`src/hdl/rmsd_queue.sv`:
```
// Small FIFO holding closed runs between the front end and the scoring back end.
`timescale 1ns / 1ps
`default_nettype none

module rmsd_queue #(
  parameter int unsigned WIDTH = 8,
  parameter int unsigned DEPTH = 8,
  localparam int unsigned AW   = $clog2(DEPTH)
) (
  input  wire logic             clk_i,
  input  wire logic             rst_ni,
  input  wire logic             push_i,
  input  wire logic [WIDTH-1:0] data_i,
  input  wire logic             pop_i,
  output logic                  valid_o,
  output logic [WIDTH-1:0]      data_o,
  output logic [AW:0]           level_o
);

  logic [WIDTH-1:0] slot_q [DEPTH];
  logic [AW-1:0]    wptr_q, rptr_q;
  logic [AW:0]      level_q;
  logic             do_pop;

  assign do_pop  = pop_i && (level_q != '0);
  assign valid_o = level_q != '0;
  assign data_o  = slot_q[rptr_q];
  assign level_o = level_q;

  always_ff @(posedge clk_i or negedge rst_ni) begin
    if (!rst_ni) begin
      wptr_q  <= '0;
      rptr_q  <= '0;
      level_q <= '0;
    end else begin
      if (push_i) begin
        wptr_q <= (wptr_q == AW'(DEPTH - 1)) ? '0 : wptr_q + 1'b1;
      end
      if (do_pop) begin
        rptr_q <= (rptr_q == AW'(DEPTH - 1)) ? '0 : rptr_q + 1'b1;
      end
      case ({push_i, do_pop})
        2'b10:   level_q <= level_q + 1'b1;
        2'b01:   level_q <= level_q - 1'b1;
        default: level_q <= level_q;
      endcase
    end
  end

  always_ff @(posedge clk_i) begin
    if (push_i) begin
      slot_q[wptr_q] <= data_i;
    end
  end

endmodule

`default_nettype wire

```
`config.mk`:
```
export PLATFORM = sky130hd
export DESIGN_NAME = rmsd_queue
export DESIGN_NICKNAME = d
export VERILOG_FILES = /design/src/hdl/rmsd_queue.sv
export SDC_FILE = /design/constraint.sdc
export NUM_CORES = 1
export LEC_CHECK = 0
export ABC_AREA = 0
export ABC_CLOCK_PERIOD_IN_PS = 2600
export BUFFER_PORTS_ARGS = -buffer_cell sky130_fd_sc_hd__clkbuf_2
export CORE_MARGIN = 2
export CORE_UTILIZATION = 52
export DETAILED_ROUTE_END_ITERATION = 10
export PLACE_DENSITY_LB_ADDON = 0.08
export SYNTH_ARGS = -nofsm -noshare
export SYNTH_HDL_FRONTEND = slang
export SYNTH_SLANG_ARGS = --single-unit
```
`constraint.sdc`:
```
create_clock -name clk_i -period 2.6 [get_ports clk_i]
set_input_delay 0.39 -clock clk_i [delete_from_list [all_inputs] [get_ports clk_i]]
set_output_delay 0.39 -clock clk_i [all_outputs]
set_load 0.05 [all_outputs]
```
Word level (Yosys, flattened, before mapping)
Memory sizes are Yosys's and may differ from the RTL's.
Index checks and enable logic that the tools add are counted.

word-level totals
  output and inout bits = 13
  memory bits (writable) = 64
  memories kept = 1
  flip-flop bits (word level) = 10

operators by class
  muxes and demuxes = 5
  $add $sub $neg = 4
  reductions and logical operators = 3
  equal/unequal tests = 4

memory list
  name    depth  width  read ports  clocked after Yosys merged registers in  write ports  line  source
  slot_q  8      8      1           0                                        1            20    logic [WIDTH-1:0] slot_q [DEPTH];

operators by type and width
  operator             count
  $pmux 4 s2           1
  $add 3x1->3 const B  2
  $eq 3x3->1 const B   2
  $mux 3               2
  $add 4x1->4 const B  1
  $reduce_bool 4->1    1
  $sub 4x1->4 const B  1
  $eq 2x1->1 const B   1
  $eq 2x2->1 const B   1
  $mux 1               2
  $reduce_bool 2->1    1
  $logic_and 1x1->1    1

Depth between registers and ports, before layout
  word-level depth = 4
  depth in mapped cells = 9
  gate-level depth less buffers = 9

Least setup slack after synthesis
OpenSTA, ideal clock, no wires.

  path type = register -> register
  from = register level_q[0] (netlist: level_o[0])
  to = register level_q[3] (netlist: level_o[3])
  path slack = -0.282 ns
  stages on the path, launching flop included = 9
  data arrival time = 2.792 ns
  data required time = 2.510 ns
  path through = dfrtp_1 > or4_4 > nand2_1 > inv_1 > ha_1 > buf_2 > or4b_2 > a21o_1 > o221ai_1

between the ends
  cells in the longest elaborated chain, start to end = 4

ends and longest elaborated chain
  item                                                    line  source
  start: declaration                                      22    logic [AW:0] level_q;
  start signal: assignment                                43    2'b10: level_q <= level_q + 1'b1;
  start signal: assignment                                44    2'b01: level_q <= level_q - 1'b1;
  start signal: assignment                                45    default: level_q <= level_q;
  $reduce_bool 4->1 (*)                                   --
  named net valid_o                                       15    output logic valid_o,
  $logic_and 1x1->1 (*)                                   25    assign do_pop = pop_i && (level_q != '0);
  $eq 2x1->1 / $eq 2x2->1 (equally long branches)         42    case ({push_i, do_pop})
  $pmux 4 s2 / $reduce_bool 2->1 (equally long branches)  --

Mark *: on every way through the listed nets, which the timed path passes. The rest lies on a longest branch.
A chain may end at the register's enable or synchronous reset.

Final worst setup path
  from = register rptr_q[0]
  to = output data_o[7]

between the ends
  cells in the longest elaborated chain, start to end = 1

ends and longest elaborated chain
  item                      line  source
  start: declaration        21    logic [AW-1:0] wptr_q, rptr_q;
  start signal: assignment  40    rptr_q <= (rptr_q == AW'(DEPTH - 1)) ? '0 : rptr_q + 1'b1;
  $mem_v2 8x8               --
  end: declaration          16    output logic [WIDTH-1:0] data_o,

No other way between the ends.

==> run summary <==
* **outcome** completed
* **number of I/O pins** 25
* **Setup CP Type** register to primary output
* **H-tree lvl count** 3
* **CTS sink cnt** 74
* **type of element launching the critical path** register
* **global-route usage over all layers** 18.30%
* **half-perimeter wire length of the detailed placement result** 3283 microns
* **proportion of synthesized chip area in sequential cells** 69.61%
* **aggregate global routing overflow** 0
* **max-cap violations** 0
* **proportion of power drawn by the clock network** 21.6%
* **antenna violations before repair** 0
* **clock input transition at the sequential cells of the worst setup and hold paths** 0.07 ns
* **Row Count** 28
* **Buffers on Ports** 24
* **most frequently used flop master after synthesis** edfxtp_1
* **share of synthesized flip-flops with an asynchronous set or reset** 13.51%
* **placed instance area** 3391 sq um
* **Net Sw Power** 0.001583 W
* **Post-Route Setup TNS** 0 ns
* **startpoint of the most critical hold path** data_i[2]
* **proportion of layout cells with a drive suffix above 1** 39.70%
* **biggest fanout along the worst timing path** 11
* **power share of the sequential group** 39.9%
* **Required @ worst endpoint** 2.21 ns
* **Total Die Area** 6637 sq um
* **worst reg2reg startpoint** level_o[0]$_DFFE_PN0P_
* **leakage power figure** 1.319 nW
* **final weighted congestion in routability-driven placement** 0.7015
* **final cycle utilization of the critical path** 92.63%
* **average wire per standard cell** 19.27 microns
* **Initial Util** 53.34%
* **first-pass GRT wire length** 8280 microns
* **Max Fclk** 415.2 MHz
* **number of DRC markers in iteration 0** 66
* **endpoint type of the worst setup path** primary output
* **number of buffers on the longest clock path** 2
* **final count of negative-setup-slack endpoints** 0
* **beginning of the critical path** rptr_q[0]$_DFFE_PN0N_
* **cell count after synthesis** 155
* **Layout Utilization** 61.68%
* **number of antenna diodes** 0
* **drc violations** 0
* **routed wire length** 5280 microns
* **number of global-route vias before repair** 1586
* **maximum VDD drop** 0.7578 mV
* **Final Hold Viols** 0
* **fin. max-slew vios** 0
* **data arrival time at the worst-slack endpoint** 2.02 ns
* **# nets final** 214
* **Vias per Instance** 5.672
* **netlist area before placement** 3120 sq um
* **vertical extent of the die** 81.47 microns
* **slew at the pin closest to its max-slew limit** 0.6260 ns
* **power per standard cell area** 1203 nW/um^2
* **flops & latches, synth** 74
* **fin crit period** 2.408 ns
* **CTS Buf Count** 9
* **pin count of the biggest net entering global routing** 19
* **worst min path class** input pin to register
* **setup skew after layout** 0.002776 ns
* **area growth from synthesis to layout** 15.64%
* **tightest hold margin** 0.3240 ns
* **via total after detailed routing** 1554
* **Netlist cell types** 33
* **Routed Antenna Nets** 0
* **RSZ-0062 raised after global routing** no
* **total number of yosys warnings** 0
* **clock tree root buffer cell** clkbuf_8
* **number of detailed-routing iterations run before antenna repair** 5
* **CORE AREA** 5851 sq um
* **Gate power share** 38.6%
* **clock tree from TritonCTS** built
* **post-synthesis net count** 174
* **Slew Limit Headroom** 58.27%
* **fraction of power spent switching nets** 36.45%
* **final instance area** 3608 sq um
* **worst-skew pair later-pin latency** 0.34 ns
* **Power Internal** 0.002759 W
* **Syn Area/Cell** 20.13 sq um
* **die width** 81.47 microns
* **number of enable flip-flop cells after synthesis** 64
[final timing paths]
kind | to | slack [ns] | depth (start not counted)
min | slot_q[0][2]$_DFFE_PP_ | 0.32 | 1
max reg2reg | level_o[2]$_DFFE_PN0P_ | 0.24 | 9
min reg2reg | level_o[0]$_DFFE_PN0P_ | 0.56 | 1
min in group asynchronous | wptr_q[0]$_DFFE_PN0P_ | 0.45 | 2
max | data_o[7] | 0.19 | 4
max in group asynchronous | rptr_q[1]$_DFFE_PN0N_ | 1.93 | 2
[power groups by stage]
stage / registers (W) / logic, W / clock network (W)
after floorplan: 0.00175 / 0.00137 / 0
after global placement: 0.00174 / 0.00167 / 0
after detailed placement: 0.00176 / 0.00170 / 0
after CTS: 0.00173 / 0.00170 / 0.000962
after global routing: 0.00176 / 0.00180 / 0.00101
final: 0.00173 / 0.00168 / 0.000936
[cell usage after synthesis (all sizes together), types with 2 or more instances]
master	n	share of area [%]
edfxtp	64	62
mux4	16	13
mux2	14	6.0
dfrtp	10	8.0
nor2	8	0.96
ha	7	2.8
buf	5	1.4
inv	4	0.48
nand2	4	0.48
nand2b	3	0.60
nor3	2	0.32
or4	2	0.60
xnor2	2	0.56
[what timing repair did]
item | CTS | global route
resized for setup | 0 | 1
hold buffers | 1 | 0
buffers inserted | 0 | 0
hold endpoints to repair | 10 | 0
endpoints found under the setup margin | 0 | 6
[layout make-up]
type | instances | area (sq um)
well taps | 75 | 93.84
multi-input cells | 71 | 908.4
fillers | 432 | 2242
inverters | 4 | 17.52
clock inverters | 6 | 82.58
clock buffers | 9 | 123.9
flip-flops and latches | 74 | 2177
repair buffers | 35 | 205.2
[layer usage]
layer	vias up	share of wire (%)	track usage, %
met1	801	44	23.36
met3	10	3.0	3.846
met5	-	0	0
met4	0	2.1	10.68
li1	715	-	-
met2	28	51	29.10
[placed cells by master (no fill, tap or decap), types with 8 or more instances in the layout]
cell type	count
mux4_1	8
clkbuf_2	24
mux2_4	8
buf_4	10
edfxtp_1	64
clkbuf_8	9
nor2_1	8
mux4_2	8
[registers in the layout, indices dropped and copies added, names as in the netlist]
name and cells:
rptr_q 3, level_o 4, slot_q 64, wptr_q 3
[critical path, stage by stage (launching register included)]
cell and delay [ns]:
dfrtp_1 0.35, buf_4 0.22, mux4_1 0.58, mux2_4 0.29, clkbuf_2 0.24
[stage by stage]
stage / total power, W / setup WS [ns] / cells
6_report: 0.004341 / 0.1916 / 274
5_1_grt: 0.004577 / 0.1075 / 274
4_1_cts: 0.004395 / 0.04422 / 274
3_5_place_dp: 0.003456 / 0.2627 / 258
3_3_place_gp: 0.003405 / 0.3133 / 258
2_1_floorplan: 0.003117 / 0.08312 / 155
[cells by family after synthesis]
family | count (synthesis) | share of synthesized area [%]
multiplexers | 31 | 18.85
AND/OR/NAND/NOR | 23 | 4.010
XOR/XNOR | 3 | 0.8422
adder cells (fa/ha/maj) | 7 | 2.807
AO/OA/AOI/OAI | 7 | 1.844
flip-flops | 74 | 69.61
buffers and inverters | 10 | 2.045
No activity file was read; power rests on OpenSTA's default activity.
