**config.mk**
```make
export PLATFORM = sky130hd
export DESIGN_NAME = rmsd_back
export DESIGN_NICKNAME = d
export VERILOG_FILES = /design/src/hdl/rmsd_pkg.sv /design/src/hdl/rmsd_back.sv
export SDC_FILE = /design/constraint.sdc
export NUM_CORES = 2
export LEC_CHECK = 0
export BUFFER_PORTS_ARGS = -buffer_cell sky130_fd_sc_hd__buf_2
export CORE_MARGIN = 3
export CORE_UTILIZATION = 44
export CTS_BUF_LIST = sky130_fd_sc_hd__clkbuf_8
export DETAILED_ROUTE_END_ITERATION = 10
export GPL_ROUTABILITY_DRIVEN = 0
export GPL_TIMING_DRIVEN = 0
export PLACE_DENSITY = 0.6
export SKIP_CTS_REPAIR_TIMING = 1
export SLEW_MARGIN = 25
export SYNTH_ARGS = -nofsm -noshare
export SYNTH_HDL_FRONTEND = slang
export SYNTH_SLANG_ARGS = --single-unit
```
**constraint.sdc**
```tcl
create_clock -name clk_i -period 64.1 [get_ports clk_i]
set_clock_uncertainty 0.2 [all_clocks]
set_input_delay 6.41 -clock clk_i [delete_from_list [all_inputs] [get_ports clk_i]]
set_output_delay 6.41 -clock clk_i [all_outputs]
set_load 0.01 [all_outputs]
```
**src/hdl/rmsd_pkg.sv**
```systemverilog
// Shared constants for the windowed RMS silence run detector.
`timescale 1ns / 1ps
`default_nettype none

package rmsd_pkg;

  // Accumulator widths
  localparam int unsigned ENERGY_BITS = 64;
  localparam int unsigned COUNT_BITS  = 48;
  localparam int unsigned WCOUNT_BITS = 20;
  localparam int unsigned SQ_BITS     = 31;   // one square in Q1.30

  // Score arithmetic
  localparam logic [15:0] ONE_Q16         = 16'hFFFF;
  localparam logic [12:0] DEPTH_RANGE_Q8  = 13'd7680;   // 30 dB in Q8.8
  localparam logic [17:0] DB_PER_LOG2_Q16 = 18'd197283; // 10*log10(2) scaled by 2^16
  localparam logic [22:0] FULL_SCALE_LOG2 = 23'(30 << 16);

  // Register indexes on the configuration port
  typedef enum logic [2:0] {
    REG_CHANNEL_COUNT = 3'd0,
    REG_WINDOW_FRAMES = 3'd1,
    REG_MIN_SILENCE   = 3'd2,
    REG_THRESH_POWER  = 3'd3,
    REG_THRESH_DB     = 3'd4
  } reg_index_e;

endpackage

`default_nettype wire

```
**src/hdl/rmsd_back.sv**
```systemverilog
// Back end: drops runs below the minimum length, scores the rest (length and depth) and holds the result for transfer.
`timescale 1ns / 1ps
`default_nettype none

module rmsd_back
  import rmsd_pkg::*;
#(
  parameter int unsigned FRAME_BITS = 40,
  localparam int unsigned JOB_BITS  = 2 * FRAME_BITS + ENERGY_BITS + COUNT_BITS
) (
  input  wire logic                  clk_i,
  input  wire logic                  rst_ni,
  input  wire logic [23:0]           min_silence_i,
  input  wire logic [15:0]           threshold_db_i,
  input  wire logic                  job_valid_i,
  input  wire logic [JOB_BITS-1:0]   job_i,
  output logic                       pop_o,
  output logic                       out_valid_o,
  input  wire logic                  out_ready_i,
  output logic [FRAME_BITS-1:0]      out_start_o,
  output logic [FRAME_BITS-1:0]      out_end_o,
  output logic [15:0]                out_score_o
);

  // ceil(2^24 / 15): exact quotient by 15 for operands below 2^20
  localparam logic [20:0] RECIP_DIV15 = 21'd1118482;

  typedef enum logic [3:0] {
    ST_IDLE, ST_CHECK, ST_DIV, ST_START_LOG, ST_NORM, ST_SQR, ST_GAIN, ST_BELOW, ST_RECIP,
    ST_OUT
  } state_e;

  state_e                 state_q;
  logic [FRAME_BITS-1:0]  start_q, end_q, frames_q;
  logic [ENERGY_BITS-1:0] energy_q;
  logic [COUNT_BITS-1:0]  count_q;
  logic [15:0]            len_q, dep_q, quo_q, lo_q, frac_q;
  logic [25:0]            rem_q;
  logic [24:0]            dvs_q;
  logic [4:0]             step_q;
  logic                   phase_q;
  logic [63:0]            x_q;
  logic [5:0]             k_q;
  logic [31:0]            m_q;
  logic [22:0]            lc_q;
  logic [21:0]            le_q;
  logic [40:0]            prod_q;
  logic [19:0]            dq_q;
  logic                   out_valid_q;
  logic [FRAME_BITS-1:0]  out_start_q, out_end_q;
  logic [15:0]            out_score_q;

  logic [23:0]            minf;
  logic [24:0]            two_min;
  logic [FRAME_BITS:0]    frames_x;
  logic [40:0]            len_n;
  logic [25:0]            rem2;
  logic                   ge;
  logic [15:0]            q_fin;
  logic [63:0]            x_n;
  logic [5:0]             k_n;
  logic [63:0]            m_sq;
  logic [32:0]            m_t;
  logic [15:0]            frac_n;
  logic [21:0]            log_v;
  logic [22:0]            g;
  logic [18:0]            below;
  logic [28:0]            dep_n;
  logic [40:0]            dep_prod;
  logic [16:0]            score_sum;

  assign pop_o       = (state_q == ST_IDLE) && job_valid_i;
  assign out_valid_o = out_valid_q;
  assign out_start_o = out_start_q;
  assign out_end_o   = out_end_q;
  assign out_score_o = out_score_q;

  always_comb begin
    minf      = (min_silence_i == 24'd0) ? 24'd1 : min_silence_i;
    two_min   = {minf, 1'b0};
    frames_x  = {1'b0, frames_q};
    len_n     = 25'(frames_q) * ONE_Q16;
    rem2      = {rem_q[24:0], lo_q[15]};
    ge        = rem2 >= {1'b0, dvs_q};
    q_fin     = {quo_q[14:0], ge};
    // one binary step of the leading-one search per cycle
    x_n = x_q;
    k_n = k_q;
    case (step_q[2:0])
      3'd0: if (x_q[63:32] == '0) begin x_n = x_q << 32; k_n = k_q - 6'd32; end
      3'd1: if (x_q[63:48] == '0) begin x_n = x_q << 16; k_n = k_q - 6'd16; end
      3'd2: if (x_q[63:56] == '0) begin x_n = x_q << 8;  k_n = k_q - 6'd8;  end
      3'd3: if (x_q[63:60] == '0) begin x_n = x_q << 4;  k_n = k_q - 6'd4;  end
      3'd4: if (x_q[63:62] == '0) begin x_n = x_q << 2;  k_n = k_q - 6'd2;  end
      3'd5: if (x_q[63] == 1'b0)  begin x_n = x_q << 1;  k_n = k_q - 6'd1;  end
      default: begin x_n = x_q; k_n = k_q; end
    endcase
    m_sq      = m_q * m_q;
    m_t       = m_sq[63:31];
    frac_n    = {frac_q[14:0], m_t[32]};
    log_v     = {k_q, frac_n};
    g         = (lc_q > {1'b0, le_q}) ? lc_q - {1'b0, le_q} : '0;
    below     = {2'b00, prod_q[40:24]} + {{3{threshold_db_i[15]}}, threshold_db_i};
    dep_n     = below[12:0] * ONE_Q16;
    // divide by 7680 as a shift by 9 and a reciprocal multiply for 15
    dep_prod  = dq_q * RECIP_DIV15;
    score_sum = {1'b0, len_q} + {1'b0, dep_q};
  end

  always_ff @(posedge clk_i or negedge rst_ni) begin
    if (!rst_ni) begin
      state_q     <= ST_IDLE;
      out_valid_q <= 1'b0;
    end else begin
      if (state_q == ST_OUT && (!out_valid_q || out_ready_i)) begin
        out_valid_q <= 1'b1;
      end else if (out_ready_i) begin
        out_valid_q <= 1'b0;
      end
      unique case (state_q)
        ST_IDLE: begin
          if (job_valid_i) begin
            state_q <= ST_CHECK;
          end
        end
        ST_CHECK: begin
          if (frames_x < (FRAME_BITS + 1)'(minf)) begin
            state_q <= ST_IDLE;
          end else if (frames_x >= (FRAME_BITS + 1)'(two_min)) begin
            state_q <= ST_START_LOG;
          end else begin
            state_q <= ST_DIV;
          end
        end
        ST_DIV: begin
          if (step_q == 5'd15) begin
            state_q <= ST_START_LOG;
          end
        end
        ST_START_LOG: begin
          if (energy_q == '0 || count_q == '0) begin
            state_q <= ST_OUT;
          end else begin
            state_q <= ST_NORM;
          end
        end
        ST_NORM: begin
          if (step_q == 5'd5) begin
            state_q <= ST_SQR;
          end
        end
        ST_SQR: begin
          if (step_q == 5'd15) begin
            state_q <= phase_q ? ST_GAIN : ST_NORM;
          end
        end
        ST_GAIN: state_q <= ST_BELOW;
        ST_BELOW: begin
          if (below[18] || below == '0 || below >= 19'(DEPTH_RANGE_Q8)) begin
            state_q <= ST_OUT;
          end else begin
            state_q <= ST_RECIP;
          end
        end
        ST_RECIP: state_q <= ST_OUT;
        ST_OUT: begin
          if (!out_valid_q || out_ready_i) begin
            state_q <= ST_IDLE;
          end
        end
        default: state_q <= ST_IDLE;
      endcase
    end
  end

  always_ff @(posedge clk_i) begin
    case (state_q)
      ST_IDLE: begin
        {count_q, energy_q, end_q, start_q} <= job_i;
        frames_q <= job_i[2*FRAME_BITS-1:FRAME_BITS] - job_i[FRAME_BITS-1:0];
      end
      ST_CHECK: begin
        len_q  <= ONE_Q16;
        rem_q  <= {1'b0, len_n[40:16]};
        lo_q   <= len_n[15:0];
        dvs_q  <= two_min;
        quo_q  <= '0;
        step_q <= '0;
      end
      ST_DIV: begin
        rem_q  <= ge ? rem2 - {1'b0, dvs_q} : rem2;
        quo_q  <= q_fin;
        lo_q   <= {lo_q[14:0], 1'b0};
        step_q <= step_q + 1'b1;
        if (step_q == 5'd15) begin
          len_q <= q_fin;
        end
      end
      ST_START_LOG: begin
        dep_q   <= ONE_Q16;
        x_q     <= 64'(count_q);
        k_q     <= 6'd63;
        step_q  <= '0;
        phase_q <= 1'b0;
      end
      ST_NORM: begin
        x_q    <= x_n;
        k_q    <= k_n;
        step_q <= step_q + 1'b1;
        if (step_q == 5'd5) begin
          m_q    <= x_n[63:32];
          frac_q <= '0;
          step_q <= '0;
        end
      end
      ST_SQR: begin
        // renormalize the square back into [2^31, 2^32)
        m_q    <= m_t[32] ? m_t[32:1] : m_t[31:0];
        frac_q <= frac_n;
        step_q <= step_q + 1'b1;
        if (step_q == 5'd15) begin
          if (!phase_q) begin
            lc_q    <= 23'(log_v) + FULL_SCALE_LOG2;
            x_q     <= energy_q;
            k_q     <= 6'd63;
            step_q  <= '0;
            phase_q <= 1'b1;
          end else begin
            le_q <= log_v;
          end
        end
      end
      ST_GAIN: begin
        prod_q <= g * DB_PER_LOG2_Q16;
      end
      ST_BELOW: begin
        dep_q <= (below[18] || below == '0) ? 16'd0 : ONE_Q16;
        dq_q  <= dep_n[28:9];
      end
      ST_RECIP: begin
        dep_q <= dep_prod[39:24];
      end
      ST_OUT: begin
        if (!out_valid_q || out_ready_i) begin
          out_start_q <= start_q;
          out_end_q   <= end_q;
          out_score_q <= score_sum[16:1];
        end
      end
      default: begin
        step_q <= step_q;
      end
    endcase
  end

endmodule

`default_nettype wire

```
* After elaboration in Yosys (flattened, before gate mapping)
Index checks and enable logic that the tools add are counted.
Storage, ports and cells: register bits 674, output and inout port bits 98, logic and storage cells 169
Operators by class: $add $sub $neg 13, multiply operators 5, magnitude comparators 5, equal/unequal tests 29, multiplexer cells 54, bitwise logic cells 1, reductions and logical operators 35
Operator list (count):
- $mux W64 | 8
- $pmux W64 S6 | 1
- $pmux W64 S3 | 1
- $logic_not A64 Y1 | 1
- $mul A32 B32 Y64 | 1
- $mux W32 | 2
- $pmux W16 S2 | 2
- $pmux W32 S2 | 1
- $pmux W15 S2 | 2
- $pmux W25 S2 | 1
- $logic_not A48 Y1 | 1
- $mux W6 | 8
- $pmux W16 S3 | 1
- $mul A23 B18 Y41 const B | 1
- $mul A25 B16 Y41 const B | 1
- $ge A40 B25 Y1 | 1
- $lt A40 B24 Y1 | 1
- $pmux W4 S10 | 1
- $sub A40 B40 Y40 | 1
- $mul A20 B20 Y39 const B | 1
- $pmux W6 S6 | 1
- $logic_not A32 Y1 | 1
- $mux W16 | 2
- $mul A13 B16 Y29 const B | 1
- 58 further kinds | 100

* Longest topological paths before layout
depth in word-level cells 6, depth in mapped cells 38, depth with buffers taken out 38

* Worst setup path after synthesis
OpenSTA, ideal clock, no wires.
path type reg-to-output, from register state_q[0], to output port pop_o, arrival time 24.451 ns, data required time 57.490 ns, path slack 33.039 ns, stages on the path, launching flop included 5, path through dfrtp_1 > clkbuf_1 > clkbuf_1 > nor4_1 > and2_1
On the way: longest elaborated chain between the ends 2
RTL lines:
- start, declared | RTL line rmsd_back.sv:33 | state_e state_q;
- start signal, assigned | RTL line rmsd_back.sv:154 | state_q <= phase_q ? ST_GAIN : ST_NORM;
- $logic_not A4 Y1 | RTL line rmsd_back.sv:72 | assign pop_o = (state_q == ST_IDLE) && job_valid_i;
- $logic_and A1 B1 Y1 | RTL line rmsd_back.sv:72
- end, declared | RTL line rmsd_back.sv:17 | output logic pop_o,
Every way passes these cells.

* Final worst setup path
from input port threshold_db_i[0], to register dq_q[19] (data pin)
On the way: longest elaborated chain between the ends 2
RTL lines:
- start, declared | RTL line rmsd_back.sv:14 | input wire logic [15:0] threshold_db_i,
- $add A18 B16 Y19 | RTL line rmsd_back.sv:103 | below = {2'b00, prod_q[40:24]} + {{3{threshold_db_i[15]}}, threshold_db_i};
- $mul A13 B16 Y29 | RTL line rmsd_back.sv:104 | dep_n = below[12:0] * ONE_Q16;
- via dep_n[28] | RTL line rmsd_back.sv:68 | logic [28:0] dep_n;
- end signal, assigned | RTL line rmsd_back.sv:238 | dq_q <= dep_n[28:9];
- end, declared | RTL line rmsd_back.sv:48 | logic [19:0] dq_q;
The timed path passes the listed nets, and every way through them passes these cells. A chain may end at the register's enable or synchronous reset.

==> key figures <==
Timing
  – Post-layout minimum cycle time: roughly 15 ns
  – Fmax: between 0.06 and 0.07 GHz
  – RSZ-0062 raised after global routing: no
  – Crit share post-route: 0.2273
  – Final hold vios: 0
  – Final setup TNS: 0 ns
  – Worst Hold Margin: 0.1740 ns
  – Worst slew margin: 0.2099
  – Slew @ Worst Pin: 1.185 ns
  – Slew Limit Fails: 0
  – Setup-violating endpoint count in the final report: 0

Synthesis
  – Post-synthesis instance total: 7860
  – Ys flop type: edfxtp_1
  – Post-synth EDFFs: about 650
  – Distinct cell type count after synthesis: 88
  – Synth top area cells: fa_1, edfxtp_1, ha_1
  – Top cell type's share of synthesized area: 0.2942
  – Largest area contributor in the netlist: fa_1
  – Post-synth net total: 10.24k
  – Syn Std Cell Area: 81380 um2
  – Asr flop ratio synth: 0.007692
  – Register area share after synthesis: 0.2396
  – Commonest cells in the netlist: inv_1, fa_1, ha_1
  – Avg Inst Size Synth: 10.35 um2
  – Most common cell in the netlist: inv_1
  – Synth warn: 0
  – #FFs+latches synth: 650

Die
  – Die Y: approximately 440 um
  – Rows: between 150 and 200
  – Initial Util: 0.4435
  – Core area: 183500 um2
  – DIE WIDTH: 436.1 um
  – Die area: approximately 190000 um2
  – # IOs: 334

Critical path
  – CP bufs+invs: 4
  – Cell family with most CP delay: adder cells
  – Critical setup path kind: in2reg
  – Critical path's largest stage delay: between 0.7 and 0.8 ns
  – CP max FO: 7
  – CP max stage cell: fa_1
  – Most used cell, CP: fa_1
  – Required time of the worst setup path: 64.58 ns
  – R2r setup slk: 52.59 ns
  – Startpoint class of the critical path: input port
  – CP endpoint kind: flip-flop
  – Worst EP arrival: 15.04 ns

Routing
  – Remaining antenna violation count: 0
  – Vias/cell: 5.360
  – Drc violations: 0
  – Drt first pass iters: 10
  – Wirelength, routed: 236.1 mm
  – Via count: 58.74k
  – WL/cell: 21.54 um
  – DR iter-0 viols: about 5k

Finish
  – Final core utilization: 0.4868
  – Filler instances: 17.03k
  – Register area: slightly below 20000 um2
  – Nets: between 10k and 15k
  – Area growth syn-to-layout: 9.748%
  – Fraction of layout cells with a size suffix above 1: 0.08219
  – Footprint of the multi-input gates: between 50000 and 60000 um2
  – Fin area: 89310 um2

Global route
  – Total gr overflow: 0
  – Largest net degree at the start of global routing: 36
  – Total GRT Usage: 0.2505
  – Global-route wire length before repair: 366.0 mm
  – Initial antenna violation count: 23
  – Vias in the first global route: 62.63k

Clock tree
  – CTS sink cnt: between 600 and 700
  – Clk_lat worst skew: 0.96 ns
  – Inserted Clock Buffers: 115
  – Max H-tree Level: 3
  – Clock slew at reported path FFs: approximately 0.060 ns
  – Root Driver: clkbuf_8
  – CTS tree: yes
  – Clock Tree Buf Depth: 3

Run
  – Max_cap viols: 0

Outcome
  – Status: finished, final reports clean

Worst hold path
  – Worst hold path class: reg2reg

Place
  – Buffers on Ports: 333
  – Post-placement cell area: approximately 87000 um2
  – DPL Wire Length: just under 200 mm
worst paths after layout:
kind,from,endpoint,cells past startpoint
min,start_q[29],out_start_o[29],0
min in group asynchronous,rst_ni,out_valid_o,1
min reg2reg,start_q[29],out_start_o[29],0
max reg2reg,m_q[4],m_q[24],28
max in group asynchronous,rst_ni,state_q[2],1
max,threshold_db_i[0],dq_q[19],30
sequential cells by signal, indices dropped and copies added, names as in the netlist, 15 cells and up:
register,cells
frames_q,40
start_q,40
le_q,22
dvs_q,24
out_start_o,40
lc_q,23
dep_q,16
dq_q,20
end_q,40
x_q,64
lo_q,16
out_score_o,16
m_q,32
rem_q,25
quo_q,15
len_q,16
out_end_o,40
count_q,48
frac_q,15
prod_q,17
energy_q,64
through the flow:
step | setup slack (ns) | cells
global route | 48.94 | 10950
global placement | 23.02 | 10660
CTS | 49.57 | 10940
floorplan | 33.04 | 7860
detailed placement | 48.58 | 10730
finish | 49.53 | 10960
logic make-up after synthesis:
group | after synthesis | synth area share
fa+ha+maj | 2146 | 0.4403
compound gates | 1165 | 0.09428
simple gates | 1547 | 0.09102
xor+xnor | 226 | 0.02432
mux | 147 | 0.01870
flops | 650 | 0.2396
buf+inv | 1979 | 0.09182
layout make-up:
cell class                      instances  area share
Antenna cell                           16   0.0004483
Buffer                                290     0.01268
Clock buffer                          115     0.01772
Clock inverter                        102     0.01009
Inverter                             1689     0.07099
Multi-Input combinational cell       5231      0.6105
Sequential cell                       650      0.2183
Tap cell                             2464     0.03452
Timing Repair Buffer                  403     0.02478
cell usage in the layout, fill, tap and decap left out, drive strengths merged, types with 211 or more instances in the layout:
| cell | instances |
|---|---|
| o21ai | 242 |
| ha | 950 |
| inv | 1719 |
| and2 | 211 |
| edfxtp | 645 |
| nor2 | 286 |
| nand2 | 603 |
| buf | 427 |
| a21oi | 335 |
| fa | 1196 |
| clkbuf | 381 |
routing by layer:
layer / part of all wire / GRT usage / wire length [um] / up-vias
met2: 0.45 / 0.3993 / 106900 / 2462
met4: 0.049 / 0.1060 / 11520 / 18
met3: 0.090 / 0.06108 / 21150 / 634
met1: 0.41 / 0.3262 / 96430 / 28860
li1: - / - / - / 26770
met5: 0.00053 / 0 / 126 / -
Power is left out: the tool's default activity adds up to more than one toggle a clock period on the data nets, which glitch-free logic cannot reach.
