==> config.mk <==
export PLATFORM = sky130hd
export DESIGN_NAME = rmsd_front
export DESIGN_NICKNAME = d
export VERILOG_FILES = /design/src/hdl/rmsd_pkg.sv /design/src/hdl/rmsd_front.sv
export SDC_FILE = /design/constraint.sdc
export NUM_CORES = 2
export LEC_CHECK = 0
export ABC_CLOCK_PERIOD_IN_PS = 8200
export BUFFER_PORTS_ARGS = -buffer_cell sky130_fd_sc_hd__buf_2
export CAP_MARGIN = 20
export CORE_UTILIZATION = 55
export CTS_CLUSTER_SIZE = 25
export DETAILED_ROUTE_END_ITERATION = 16
export PLACE_DENSITY = 0.72
export SYNTH_ARGS = -nofsm -noshare
export SYNTH_HDL_FRONTEND = slang
export SYNTH_SLANG_ARGS = --single-unit
export TNS_END_PERCENT = 5
==> constraint.sdc <==
create_clock -name clk_i -period 8.2 [get_ports clk_i]
set_input_delay 0.82 -clock clk_i [delete_from_list [all_inputs] [get_ports clk_i]]
set_output_delay 0.82 -clock clk_i [all_outputs]
set_load 0.005 [all_outputs]
==> src/hdl/rmsd_pkg.sv <==
// Shared constants for the windowed RMS silence run detector.
`timescale 1ns / 1ps
`default_nettype none

package rmsd_pkg;

  // Accumulator widths
  localparam int unsigned ENERGY_BITS = 64;
  localparam int unsigned COUNT_BITS  = 48;
  localparam int unsigned WCOUNT_BITS = 20;
  localparam int unsigned SQ_BITS     = 31;   // one square in Q1.30

  // Score arithmetic
  localparam logic [15:0] ONE_Q16         = 16'hFFFF;
  localparam logic [12:0] DEPTH_RANGE_Q8  = 13'd7680;   // 30 dB in Q8.8
  localparam logic [17:0] DB_PER_LOG2_Q16 = 18'd197283; // 10*log10(2) scaled by 2^16
  localparam logic [22:0] FULL_SCALE_LOG2 = 23'(30 << 16);

  // Register indexes on the configuration port
  typedef enum logic [2:0] {
    REG_CHANNEL_COUNT = 3'd0,
    REG_WINDOW_FRAMES = 3'd1,
    REG_MIN_SILENCE   = 3'd2,
    REG_THRESH_POWER  = 3'd3,
    REG_THRESH_DB     = 3'd4
  } reg_index_e;

endpackage

`default_nettype wire

==> src/hdl/rmsd_front.sv <==
// Front end: squares samples, closes windows, tracks silent runs, hands closed runs to the queue.
`timescale 1ns / 1ps
`default_nettype none

module rmsd_front
  import rmsd_pkg::*;
#(
  parameter int unsigned FRAME_BITS   = 40,
  parameter int unsigned SAMPLE_BITS  = 16,
  parameter int unsigned MAX_CHANNELS = 8,
  localparam int unsigned JOB_BITS    = 2 * FRAME_BITS + ENERGY_BITS + COUNT_BITS
) (
  input  wire logic                   clk_i,
  input  wire logic                   rst_ni,
  input  wire logic [3:0]             channel_count_i,
  input  wire logic [15:0]            window_frames_i,
  input  wire logic [30:0]            threshold_power_i,
  input  wire logic                   in_valid_i,
  input  wire logic [SAMPLE_BITS-1:0] in_sample_i,
  input  wire logic                   in_last_i,
  output logic                        push_o,
  output logic [JOB_BITS-1:0]         job_o
);

  localparam int unsigned SQ_RAW = 2 * (SAMPLE_BITS - 1);
  localparam int unsigned SHR    = (SQ_RAW >= 30) ? SQ_RAW - 30 : 0;
  localparam int unsigned SHL    = (SQ_RAW < 30) ? 30 - SQ_RAW : 0;
  localparam int unsigned CIW    = $clog2(MAX_CHANNELS + 1);
  localparam int unsigned PRODW  = 31 + WCOUNT_BITS;
  localparam logic [WCOUNT_BITS-1:0] WCOUNT_MAX = '1;
  localparam logic [COUNT_BITS-1:0]  COUNT_MAX  = '1;

  // Stage A: square
  logic [SAMPLE_BITS-1:0]   mag;
  logic [2*SAMPLE_BITS-1:0] mag_sq;
  logic [63:0]              sq_wide;
  logic                     a_valid_q;
  logic [SQ_BITS-1:0]       a_sq_q;
  logic                     a_last_q;

  assign mag     = in_sample_i[SAMPLE_BITS-1] ? (~in_sample_i + 1'b1) : in_sample_i;
  assign mag_sq  = mag * mag;
  assign sq_wide = (64'(mag_sq) >> SHR) << SHL;

  // Stage B: frame and window counters
  logic [CIW-1:0]         ci_q, ci_d, ci_inc, ch_eff;
  logic [FRAME_BITS-1:0]  fc_q, fc_d, fc_inc, ws_q, ws_d, span;
  logic [ENERGY_BITS-1:0] we_q, we_d, en_new;
  logic [WCOUNT_BITS-1:0] wc_q, wc_d, wc_new;
  logic [15:0]            wf_eff;
  logic                   frame_end, close;

  // Stage C: threshold product
  logic                   c_valid_q, c_last_q;
  logic [ENERGY_BITS-1:0] c_en_q;
  logic [WCOUNT_BITS-1:0] c_cnt_q;
  logic [FRAME_BITS-1:0]  c_ws_q, c_fc_q;

  // Stage D: run tracking
  logic                   d_valid_q, d_last_q;
  logic [ENERGY_BITS-1:0] d_en_q;
  logic [WCOUNT_BITS-1:0] d_cnt_q;
  logic [FRAME_BITS-1:0]  d_ws_q, d_fc_q;
  logic [PRODW-1:0]       d_lim_q;

  logic                   in_run_q, in_run_d;
  logic [FRAME_BITS-1:0]  rs_q, rs_d, re_q, re_d;
  logic [ENERGY_BITS-1:0] ren_q, ren_d, ren_base, ren_new;
  logic [COUNT_BITS-1:0]  rc_q, rc_d, rc_base, rc_new;
  logic [ENERGY_BITS:0]   ren_sum;
  logic [COUNT_BITS:0]    rc_sum;
  logic [FRAME_BITS-1:0]  st_new;
  logic                   silent;

  always_comb begin
    if (channel_count_i == 4'd0) begin
      ch_eff = CIW'(1);
    end else if ({1'b0, channel_count_i} > 5'(MAX_CHANNELS)) begin
      ch_eff = CIW'(MAX_CHANNELS);
    end else begin
      ch_eff = CIW'(channel_count_i);
    end
    wf_eff    = (window_frames_i == 16'd0) ? 16'd1 : window_frames_i;
    en_new    = we_q + ENERGY_BITS'(a_sq_q);
    wc_new    = (wc_q < WCOUNT_MAX) ? wc_q + 1'b1 : wc_q;
    ci_inc    = ci_q + 1'b1;
    fc_inc    = fc_q + 1'b1;
    span      = fc_inc - ws_q;
    frame_end = (ci_inc >= ch_eff) || a_last_q;
    close     = frame_end && ((span >= FRAME_BITS'(wf_eff)) || a_last_q);

    ci_d = ci_q;
    fc_d = fc_q;
    ws_d = ws_q;
    we_d = we_q;
    wc_d = wc_q;
    if (a_valid_q) begin
      we_d = en_new;
      wc_d = wc_new;
      ci_d = ci_inc;
      if (frame_end) begin
        ci_d = '0;
        fc_d = fc_inc;
      end
      if (close) begin
        ws_d = fc_inc;
        we_d = '0;
        wc_d = '0;
      end
      // end of buffer rewinds the frame position
      if (a_last_q) begin
        fc_d = '0;
        ws_d = '0;
        ci_d = '0;
      end
    end
  end

  always_comb begin
    silent   = ENERGY_BITS'(d_lim_q) > d_en_q;
    ren_base = in_run_q ? ren_q : '0;
    rc_base  = in_run_q ? rc_q : '0;
    st_new   = in_run_q ? rs_q : d_ws_q;
    ren_sum  = {1'b0, ren_base} + {1'b0, d_en_q};
    ren_new  = ren_sum[ENERGY_BITS] ? '1 : ren_sum[ENERGY_BITS-1:0];
    rc_sum   = {1'b0, rc_base} + (COUNT_BITS + 1)'(d_cnt_q);
    rc_new   = (rc_sum > {1'b0, COUNT_MAX}) ? COUNT_MAX : rc_sum[COUNT_BITS-1:0];

    in_run_d = in_run_q;
    rs_d     = rs_q;
    re_d     = re_q;
    ren_d    = ren_q;
    rc_d     = rc_q;
    push_o   = 1'b0;
    job_o    = {rc_q, ren_q, re_q, rs_q};
    if (d_valid_q) begin
      if (silent) begin
        in_run_d = 1'b1;
        rs_d     = st_new;
        re_d     = d_fc_q;
        ren_d    = ren_new;
        rc_d     = rc_new;
        if (d_last_q) begin
          push_o   = 1'b1;
          in_run_d = 1'b0;
          job_o    = {rc_new, ren_new, d_fc_q, st_new};
        end
      end else if (in_run_q) begin
        push_o   = 1'b1;
        in_run_d = 1'b0;
      end
    end
  end

  always_ff @(posedge clk_i or negedge rst_ni) begin
    if (!rst_ni) begin
      a_valid_q <= 1'b0;
      c_valid_q <= 1'b0;
      d_valid_q <= 1'b0;
      ci_q      <= '0;
      fc_q      <= '0;
      ws_q      <= '0;
      we_q      <= '0;
      wc_q      <= '0;
      in_run_q  <= 1'b0;
      rs_q      <= '0;
      re_q      <= '0;
      ren_q     <= '0;
      rc_q      <= '0;
    end else begin
      a_valid_q <= in_valid_i;
      c_valid_q <= a_valid_q && close;
      d_valid_q <= c_valid_q;
      ci_q      <= ci_d;
      fc_q      <= fc_d;
      ws_q      <= ws_d;
      we_q      <= we_d;
      wc_q      <= wc_d;
      in_run_q  <= in_run_d;
      rs_q      <= rs_d;
      re_q      <= re_d;
      ren_q     <= ren_d;
      rc_q      <= rc_d;
    end
  end

  always_ff @(posedge clk_i) begin
    if (in_valid_i) begin
      a_sq_q   <= sq_wide[SQ_BITS-1:0];
      a_last_q <= in_last_i;
    end
    c_en_q   <= en_new;
    c_cnt_q  <= wc_new;
    c_ws_q   <= ws_q;
    c_fc_q   <= fc_inc;
    c_last_q <= a_last_q;
    d_lim_q  <= threshold_power_i * c_cnt_q;
    d_en_q   <= c_en_q;
    d_cnt_q  <= c_cnt_q;
    d_ws_q   <= c_ws_q;
    d_fc_q   <= c_fc_q;
    d_last_q <= c_last_q;
  end

endmodule

`default_nettype wire

---- Yosys cells after proc, flatten, opt, wreduce, memory -nomap -nowiden ----
Index checks and enable logic that the tools add are counted.
word-level totals
  bits in writable memories ............... 0
  memories ................................ 0
  bits in read-only memories .............. 0
  output and inout port bits .............. 193
  register bits ........................... 777
  latch bits .............................. 0
  logic and storage cells ................. 81
  input bits .............................. 71
operators by class
  multiplexer cells ....................... 27
  bitwise gates (word level) .............. 1
  reduce and logical (&&, ||, !) cells .... 11
  $lt $le $gt $ge ......................... 6
  multipliers ............................. 2
  shift operators ......................... 0
  equality and inequality tests ........... 0
  divide/modulo/power cells ............... 0
  add/subtract/negate cells ............... 8
operator list
  operator                                                          number
  two-way mux 192 bit                                               3
  two-way mux 40 bit                                                5
  two-way mux 64 bit                                                3
  two-way mux 48 bit                                                2
  adder 64 x 64 -> 65 bit                                           1
  adder 64 x 31 -> 64 bit                                           1
  greater-than comparator 51 x 64 -> 1 bit                          1
  multiplier 31 x 20 -> 51 bit                                      1
  adder 48 x 20 -> 49 bit                                           1
  greater-than comparator 49 x 48 -> 1 bit (second input constant)  1
  adder 40 x 1 -> 40 bit (second input constant)                    1
  >= comparator 40 x 16 -> 1 bit                                    1
  two-way mux 20 bit                                                2
  subtractor 40 bit                                                 1
  two-way mux 16 bit                                                2
  multiplier 16 x 16 -> 31 bit                                      1
  adder 20 x 1 -> 20 bit (second input constant)                    1
  less-than comparator 20 bit (second input constant)               1
  adder 16 x 1 -> 16 bit (second input constant)                    1
  zero test 16 bit                                                  1
  two-way mux 4 bit                                                 4
  NOT 16 bit                                                        1
  two-way mux 1 bit                                                 6
  AND reduction 2 bit                                               3
  7 further kinds                                                   10

---- Depth between registers and ports, before layout ----
  depth after elaboration ................. 8
  mapped depth ............................ 34
  gate-level depth less buffers ........... 32

---- Least setup slack after synthesis ----
Ideal clock, no wire load.
  path type ............................... in2reg
  start point ............................. input in_sample_i[3]
  end point ............................... register a_sq_q[29] (data pin)
  cell stages on the path ................. 27
  buffers on the path ..................... 0
  setup time .............................. 0.258 ns
  slack ................................... -0.087 ns
  arrival ................................. 8.030 ns
  data required time ...................... 7.942 ns
  cell sequence ........................... or4_1 nor4_1 nor2b_1 nand2b_1 o31ai_1 xor2_1 inv_2 nand2_1 inv_1 fa_1 fa_1 fa_1 fa_1 fa_1 inv_1 fa_1 inv_1 ha_1 and3_1 nand3_1 or4_1 a31oi_1 a41oi_1 a21oi_1 a21o_1 a21oi_1 xnor2_1
on the way
  word-level cells in the longest chain between the ends .. 4
ends and longest elaborated chain
  what                              line               source
  start, declared                   rmsd_front.sv:19   input wire logic [SAMPLE_BITS-1:0] in_sample_i,
  NOT 16 bit                        rmsd_front.sv:41   assign mag = in_sample_i[SAMPLE_BITS-1] ? (~in_sample_i + 1'b1) : in_sample_i;
  adder 16 x 1 -> 16 bit            rmsd_front.sv:41
  two-way mux 16 bit (*)            rmsd_front.sv:41
  multiplier 16 x 16 -> 31 bit (*)  rmsd_front.sv:42   assign mag_sq = mag * mag;
  net mag_sq[29]                    rmsd_front.sv:35   logic [2*SAMPLE_BITS-1:0] mag_sq;
  end signal, assigned              rmsd_front.sv:189  a_sq_q <= sq_wide[SQ_BITS-1:0];
  end, declared                     rmsd_front.sv:38   logic [SQ_BITS-1:0] a_sq_q;
The timed path passes the listed nets; every way through them passes the cells marked *.
A chain may end at the register's enable or synchronous reset.

---- Worst setup path after layout ----
  start point ............................. register c_cnt_q[16]
  end point ............................... register d_lim_q[47]
on the way
  word-level cells in the longest chain between the ends .. 1
ends and longest elaborated chain
  what                          line               source
  start, declared               rmsd_front.sv:56   logic [WCOUNT_BITS-1:0] c_cnt_q;
  start signal, assigned        rmsd_front.sv:193  c_cnt_q <= wc_new;
  multiplier 31 x 20 -> 51 bit  rmsd_front.sv:197  d_lim_q <= threshold_power_i * c_cnt_q;
  end signal, assigned          rmsd_front.sv:197
  end, declared                 rmsd_front.sv:64   logic [PRODW-1:0] d_lim_q;
Every way passes these cells.

==> impl_metrics.tcl <==
set metrics [dict create \
    outcome "completed" \
    rsz0062_at_grt "no" \
    drt-total-wl_um 186000 \
    dieArea_um2 121000 \
    ir_drop_v 0.000914 \
    synth_edf_count 31 \
    fin_crit_ps 7830 \
    holdCritPathClass "in -> async" \
    die_y_um 348 \
    synth_cell_types 88 \
    wl_met2_um 88100 \
    netlist_top_cells_count "1068 x nand2_1, 982 x inv_1, 685 x fa_1, 484 x ha_1, 444 x nor2_1" \
    setup_slack_ps 370 \
    place_area_um2 69300 \
    synth_flop_cell "dfxtp_1" \
    fin_hold_ws_ps 152 \
    met1_length_um 79500 \
    cts-buffers-inserted 85 \
    drt-vias-per-instance 5.67 \
    critPathRequiredTime_ps 8790 \
    cap_viol_max_count 0 \
    place_congestion 0.953 \
    crit_arrival_ps 8410 \
    period_share 0.955 \
    clock_latency_ps 680 \
    p_comb_frac 0.609 \
    antenna_found_initial 5 \
    place_inst 9034 \
    first_iter_violations 3824 \
    yosysTopAreaCellShare 0.209 \
    reg2regPathDepth 22 \
    switching_power_mw 10.6 \
    place_ws_ps -355 \
    synth.most_common_cell "nand2_1" \
    cts_resized 0 \
    cts_tree "built" \
    async_reset_ff_frac 0.469 \
    num_io_pins 264 \
    path_clk_slew_ps 60 \
    syn_area_um2 65700 \
    initial_core_util 0.555 \
    hold_buffers 0 \
    drtPass1Iterations 6 \
    wl_per_cell_um 20.3 \
    worst_pin_slew_ps 1090 \
    wl_met3_um 11200 \
    drcViolationCount 0 \
    grt_start_max_net_pins 124 \
    slew-limit-headroom 0.270 \
    clockPowerShare 0.166 \
    power.leakage_nw 36.6 \
    die_x_um 348 \
    grt_pass1_wl_um 295000 \
    grt_overflow 0 \
    layout-drive-gt1-share 0.0982 \
    fmaxAchievable_mhz 128 \
    slew_viol_final 0 \
    htreeDepth 3 \
    stdcell_count 9194 \
    cts_sinks 776 \
    internal_power_mw 13.4 \
    area_growth_pct 10.0 \
    power.density_nw_per_um2 332 \
    hold_violations 0 \
    syn_avg_cell_area_um2 8.92 \
    ys_warn_count 0 \
    cts_root_buffer "clkbuf_16" \
    setup-violations-final 0 \
    reg2reg_setup_slack_ps 370 \
    grt_pass1_vias 52763 \
    final_core_util 0.611 \
    switching_share 0.440 \
    critPathKind "reg -> reg" \
    fin_area_um2 72200 \
    startpoint_type "flip-flop" \
    highest_layer "met5" \
    fin_setup_tns_ps 0 \
    skew_ps 61.2 \
    power.share.sequential 0.226 \
    antenna_left 0 \
    cts_buffer_depth 3 \
    total_power_mw 24.0 \
    nNetsFinal 8825 \
    ys_seq_area_frac 0.269 \
    vias 52146 \
    synth_area_leaders "fa_1 21%, dfrtp_1 14%, dfxtp_1 12%" \
    ys_ff_latch 776 \
    row_count 126 \
    place_hpwl_um 141000 \
    core_area_um2 118000 \
    end_kind "flip-flop" \
    syn_inst 7361 \
    grt_use_total 0.311 \
    synth_top_cell_by_area "fa_1" \
    cts_setup_buffers 0 \
    io_buffers 263 \
    critPathMaxFanout 19 \
]
-- kinds of logic (layout without fill, tap and decap cells) --
family | after synthesis | after routing | share of synthesized area
fa+ha+maj | 1169 | 1169 | 0.301
buf+inv | 1310 | 1597 | 0.0758
flops | 776 | 776 | 0.269
other cells | 2 | 12 | 0.000114
compound gates | 1171 | 1171 | 0.111
xor+xnor | 371 | 371 | 0.0496
mux | 123 | 123 | 0.0203
simple gates | 2439 | 2439 | 0.173
-- cells in the final DEF (no fill, tap or decap), drive strengths merged, types with 22 or more instances in the layout --
cell / n
nand2: 1068
inv: 994
fa: 685
ha: 484
buf: 449
nor2: 444
and2: 402
dfxtp: 381
dfrtp: 364
o21ai: 363
a21oi: 301
xnor2: 213
xor2: 158
nand3: 135
a21o: 129
clkbuf: 115
mux2: 84
nand4: 78
and3: 64
nor3: 63
a31oi: 60
o21a: 43
o21bai: 42
mux2i: 39
nand2b: 32
edfxtp: 31
o31ai: 30
o211ai: 30
nor4: 30
nor2b: 27
a211oi: 27
clkinv: 26
and4: 25
o32ai: 22
-- power groups by stage --
stage / Combinational [mW] / Clock, mW / Sequential, mW
floorplan: 10.1 / 0 / 5.15
global placement: 14.0 / 0 / 5.46
detailed placement: 14.4 / 0 / 5.47
CTS: 14.5 / 4.05 / 5.40
global route: 16.3 / 4.20 / 5.46
finish: 14.6 / 3.98 / 5.42
-- per-layer routing --
metal | vias up | global-route usage
li1 | 24276 | -
met1 | 25745 | 0.419
met2 | 1795 | 0.516
met3 | 328 | 0.0361
met4 | 2 | 0.118
met5 | - | 0
-- worst max-delay path: stages (launching register included) --
cell	delay (ps)
dfxtp_1	930
buf_4	410
nand2_1	120
fa_1	470
fa_1	570
fa_1	440
fa_1	520
fa_1	530
fa_1	550
inv_1	70
fa_1	500
ha_1	380
a21o_1	180
a21o_1	160
a21oi_1	150
o21ai_0	110
a31oi_1	300
o31ai_1	150
buf_4	170
a21oi_1	380
nor2_1	170
a211oi_1	320
xnor2_1	150
-- final timing paths --
check | start | endpoint
worst min-delay path | rst_ni | re_q[0]
worst max-delay path | c_cnt_q[16] | d_lim_q[47]
worst min register to register | c_last_q | d_last_q
max in group asynchronous | rst_ni | rs_q[36]
min in group clk_i | in_last_i | a_last_q
worst max register to register | c_cnt_q[16] | d_lim_q[47]
-- registers in the layout, summed over array words and instances (netlist names), 30 cells and up --
| register | cells |
|---|---|
| d_en_q | 64 |
| rc_q | 48 |
| a_sq_q | 30 |
| re_q | 40 |
| we_q | 64 |
| d_fc_q | 40 |
| d_ws_q | 40 |
| c_ws_q | 40 |
| ws_q | 40 |
| fc_q | 40 |
| ren_q | 64 |
| d_lim_q | 51 |
| rs_q | 40 |
| c_en_q | 64 |
| c_fc_q | 40 |
-- layout make-up --
class	instances	area (um^2)
Antenna cell	1	2.50
Clock buffer	115	2460
Clock inverter	44	438
Fill cell	10166	46000
Inverter	989	3710
Multi-Input combinational cell	5284	43200
Sequential cell	776	17700
Tap cell	1536	1920
Timing Repair Buffer	449	2860
Note: power is estimated with default switching activity, not from simulation.
